==> config.mk <==
export PLATFORM = sky130hd
export DESIGN_NAME = rpom_ctrl
export DESIGN_NICKNAME = d
export VERILOG_FILES = /design/src/rtl/rpom_pkg.sv /design/src/rtl/rpom_ctrl.sv
export SDC_FILE = /design/constraint.sdc
export NUM_CORES = 1
export LEC_CHECK = 0
export BUFFER_PORTS_ARGS = -buffer_cell sky130_fd_sc_hd__buf_2
export CORE_AREA = 4 4 41 43
export CTS_CLUSTER_SIZE = 16
export DETAILED_ROUTE_END_ITERATION = 6
export DIE_AREA = 0 0 45 47
export GPL_ROUTABILITY_DRIVEN = 0
export PLACE_DENSITY = 0.54
export SETUP_SLACK_MARGIN = 0.05
export SLEW_MARGIN = 30
export SYNTH_ARGS = -nofsm -noshare
export SYNTH_HDL_FRONTEND = slang
export SYNTH_SLANG_ARGS = --single-unit
==> constraint.sdc <==
create_clock -name clk -period 2.44 [get_ports clk]
set_input_delay 0.366 -clock clk [delete_from_list [all_inputs] [get_ports clk]]
set_output_delay 0.366 -clock clk [all_outputs]
set_load 0.01 [all_outputs]
==> src/rtl/rpom_pkg.sv <==
// Shared constants, controller states and command/status types for the page owner map.
`default_nettype none

package rpom_pkg;

  localparam int FIELD_W          = 48;
  localparam int PAGE_OFS         = 12;
  localparam int IN_DATA_W        = 96;
  localparam int DEF_LEVELS       = 3;
  localparam int DEF_INDEX_BITS   = 12;
  localparam int DEF_NODE_POOL    = 16;
  localparam int DEF_DESCR_BITS   = 48;

  typedef enum logic [2:0] {
    ST_CLEAR,
    ST_IDLE,
    ST_WALK,
    ST_EVAL,
    ST_ALLOC,
    ST_DONE
  } rpom_state_t;

  typedef struct packed {
    logic clr_wr;
    logic load;
    logic rd;
    logic step;
    logic alloc_wr;
    logic leaf_wr;
    logic res_hit;
    logic res_miss;
    logic res_refuse;
    logic out_load;
  } rpom_cmd_t;

  typedef struct packed {
    logic clr_done;
    logic is_insert;
    logic last_level;
    logic pre_last;
    logic child_hit;
    logic pool_ok;
    logic out_free;
  } rpom_sts_t;

endpackage

`default_nettype wire

==> src/rtl/rpom_ctrl.sv <==
// Controller state machine: sequences store clear, tree walk, allocation and result handoff.
`default_nettype none

module rpom_ctrl (
  input  wire                 clk,
  input  wire                 rst_n,
  input  wire                 in_tvalid,
  output logic                in_tready,
  input  rpom_pkg::rpom_sts_t sts,
  output rpom_pkg::rpom_cmd_t cmd
);
  import rpom_pkg::*;

  rpom_state_t state_r, state_nxt;

  always_ff @(posedge clk) begin
    if (!rst_n) begin
      state_r <= ST_CLEAR;
    end else begin
      state_r <= state_nxt;
    end
  end

  always_comb begin
    state_nxt = state_r;
    case (state_r)
      ST_CLEAR: begin
        if (sts.clr_done) state_nxt = ST_IDLE;
      end
      ST_IDLE: begin
        if (in_tvalid) state_nxt = ST_WALK;
      end
      ST_WALK: begin
        if (sts.last_level && sts.is_insert) state_nxt = ST_DONE;
        else state_nxt = ST_EVAL;
      end
      ST_EVAL: begin
        if (sts.last_level) state_nxt = ST_DONE;
        else if (sts.child_hit) state_nxt = ST_WALK;
        else if (sts.is_insert && sts.pool_ok) state_nxt = ST_ALLOC;
        else state_nxt = ST_DONE;
      end
      ST_ALLOC: begin
        // once the last internal level has its child, go write the leaf
        if (sts.pre_last) state_nxt = ST_WALK;
      end
      ST_DONE: begin
        if (sts.out_free) state_nxt = ST_IDLE;
      end
      default: state_nxt = ST_CLEAR;
    endcase
  end

  always_comb begin
    cmd       = '0;
    in_tready = 1'b0;
    case (state_r)
      ST_CLEAR: cmd.clr_wr = 1'b1;
      ST_IDLE: begin
        in_tready = 1'b1;
        cmd.load  = in_tvalid;
      end
      ST_WALK: begin
        if (sts.last_level && sts.is_insert) begin
          cmd.leaf_wr  = 1'b1;
          cmd.res_miss = 1'b1;
        end else begin
          cmd.rd = 1'b1;
        end
      end
      ST_EVAL: begin
        if (sts.last_level) begin
          cmd.res_hit = 1'b1;
        end else if (sts.child_hit) begin
          cmd.step = 1'b1;
        end else if (sts.is_insert && !sts.pool_ok) begin
          cmd.res_refuse = 1'b1;
        end else if (!sts.is_insert) begin
          cmd.res_miss = 1'b1;
        end
      end
      ST_ALLOC: cmd.alloc_wr = 1'b1;
      ST_DONE:  cmd.out_load = sts.out_free;
      default: begin
        cmd = '0;
      end
    endcase
  end

endmodule

`default_nettype wire

==> impl_metrics.py <==
metrics = {
    "run_status": {
        "status": "finished clean",
    },
    "sta": {
        "tns_ns": 0,
        "hold_violations": 0,
        "timing.final.crit_share_pct": 78.4,
        "period_needed_ns": 1.91,
        "finalSetupViolations": 0,
        "finClkSkew_ns": 0.000486,
        "worstMarginPinSlew_ns": 0.499,
        "maxSlewViolCount": 0,
        "grt_setup_unrepaired": "no",
        "max_slew_margin_pct": 66.7,
        "holdWs_ns": 0.372,
        "fmaxAchievable_ghz": 0.523,
    },
    "synthesis": {
        "syn_inst": 49,
        "ys_seq_elements": 3,
        "synth.largest_area_cell": "dfxtp_1",
        "synthTopCellsByArea": "dfxtp_1, buf_6, nor2_1, a21oi_1, and2_1",
        "avgSynthCellArea_um2": 7.18,
        "netlist-cell-type-count": 25,
        "seq_area_frac_synth_pct": 17.1,
        "syn_nets": 59,
        "synth_top_area_share_pct": 17.1,
        "syn_area_um2": 352,
        "yosysWarnings": 0,
    },
    "layout": {
        "top_regs": "state_r (3)",
        "insertedDiodeCount": 0,
        "drive_gt1_share_pct": 34.3,
        "final_cell_mix": "buf_2, nor2_1, nand2_1, a21oi_1",
        "regMostFlops": "state_r",
        "fillers": 165,
        "largest_reg_flops": 3,
        "areaGrowthSynthToFinish_pct": 31.7,
        "mostFrequentLayoutCell": "buf_2",
        "nets": 81,
    },
    "clocking": {
        "clock-sinks": 3,
        "clock_latency_ns": 0.24,
        "post_cts_resized": 0,
        "ctsHoldBuffers": 0,
        "ctsRootBufferMaster": "clkbuf_4",
        "cts_setup_buffers": 0,
        "cts_buffers": 3,
        "htreeDepth": 1,
        "clockBufferDepth": 2,
        "cts_tree": "yes",
        "clk_pin_slew_worst_paths_ns": 0.04,
    },
    "route": {
        "dr.max_layer_used": "met3",
        "wl_met3_um": 89,
        "ant_nets": 0,
        "met2_wirelength_um": 402,
        "routedWlPerCell_um": 11.3,
        "viasPerCell": 4.91,
        "wirelength_um": 960,
        "wl_met1_um": 468,
        "drc_errors": 0,
        "drtPass1Iterations": 4,
        "drt_iter0_markers": 6,
        "vias": 417,
    },
    "worst_setup_path": {
        "worstPathMaxFanout": 17,
        "crit_family": "flip-flops",
        "critPathBufInv": 1,
        "regToRegStartpoint": "state_r[1]$_SDFFE_PN0P_",
        "critPathLaunchType": "flop",
        "endpoint_kind": "primary output",
        "worst-r2r-setup-slack_ns": 1.14,
        "worst-setup-path-type": "reg -> out",
        "crit_start": "state_r[0]$_SDFFE_PN0P_",
        "slowest_stage": "dfxtp_1",
        "arrival_ns": 1.55,
        "worstPathRequired_ns": 2.07,
        "crit_chain": "nand2b_1, nor3b_1, and3_1, buf_2",
        "cp_slowest_stage_delay_ns": 0.62,
    },
    "hold_path": {
        "hold_path.startpoint": "rst_n",
        "hold_class": "in -> reg",
    },
    "floorplan": {
        "coreArea_um2": 1300,
        "die-area_um2": 2120,
        "start_util_pct": 27.0,
        "die_width_um": 45,
        "boundaryPins": 21,
        "die_h_um": 47,
        "row_count": 13,
    },
    "placement": {
        "portBuffers": 20,
    },
    "power": {
        "p_leak_nw": 0.231,
        "power_density_nw_per_um2": 813,
        "power_w": 0.000377,
        "vdd_drop_max_uv": 426,
    },
    "run": {
        "max-cap-violations": 0,
    },
    "global_routing": {
        "grt_pass1_wl_mm": 1.59,
        "grt_pass1_vias": 355,
        "grtUsageTotal_pct": 10.3,
        "grt_overflow": 0,
        "antenna_found_initial": 0,
        "grt_start_max_net_pins": 18,
    },
}
==> stage by stage <==
stage                     std cells  utilization, %  setup WS, ns  instance area, um^2
after floorplan                  49               -          1.12                  352
after global placement           81            33.6         0.840                  437
after detailed placement         81            33.6         0.779                  437
after CTS                        85            35.6         0.518                  463
after global routing             85            35.6         0.339                  463
final                            85            35.6         0.527                  463
==> final timing paths <==
check	end	depth (start not counted)
min reg2reg	state_r[0]$_SDFFE_PN0P_	2
max reg2reg	state_r[1]$_SDFFE_PN0P_	3
min	state_r[2]$_SDFFE_PN0P_	2
max	cmd[1]	4
==> cells by family (layout without fill, tap and decap cells) <==
family | count (synthesis) | count (layout) | synth area share (%)
xor gates and xnor gates | 1 | 1 | 2.49
and+or+nand+nor | 25 | 25 | 38.4
AOI/OAI and AO/OA | 14 | 14 | 27.4
buffers and inverters | 5 | 26 | 11.7
muxes | 1 | 1 | 2.85
DFF | 3 | 3 | 17.1
==> area by class of cell <==
class	count	area [um^2]	share of cell area, %
multi-input combinational	41	250	54.1
timing repair buffer	20	100	21.6
sequential	3	60.1	13.0
clock buffer	4	26.3	5.68
tap	15	18.8	4.05
inverter	2	7.51	1.62
==> metal layers <==
metal,global-route usage [%],vias up
met4,1.75,0
met3,4.60,0
met2,14.1,19
li1,-,222
met5,0,-
met1,15.0,176
==> synth_stat cells <==
master	count
nor2_1	8
a21oi_1	4
nand2_1	4
and2_1	3
buf_6	3
dfxtp_1	3
nand2b_1	3
inv_1	2
nor3b_1	2
o21ai_1	2
a221o_1	1
a31oi_1	1
and3_1	1
and4b_2	1
mux2i_1	1
nand4b_1	1
nor2b_1	1
nor3_1	1
o2111a_1	1
o21ai_0	1
o21bai_1	1
o311ai_1	1
o32ai_1	1
o41ai_1	1
xor2_1	1
==> report_power, final <==
group / internal, W / switching, W
logic: 0.0000882 / 0.0000856
clock network: 0.0000614 / 0.0000281
registers: 0.0000635 / 0.0000497
total: 0.000213 / 0.000163
Power figures use the tool's default switching activity.
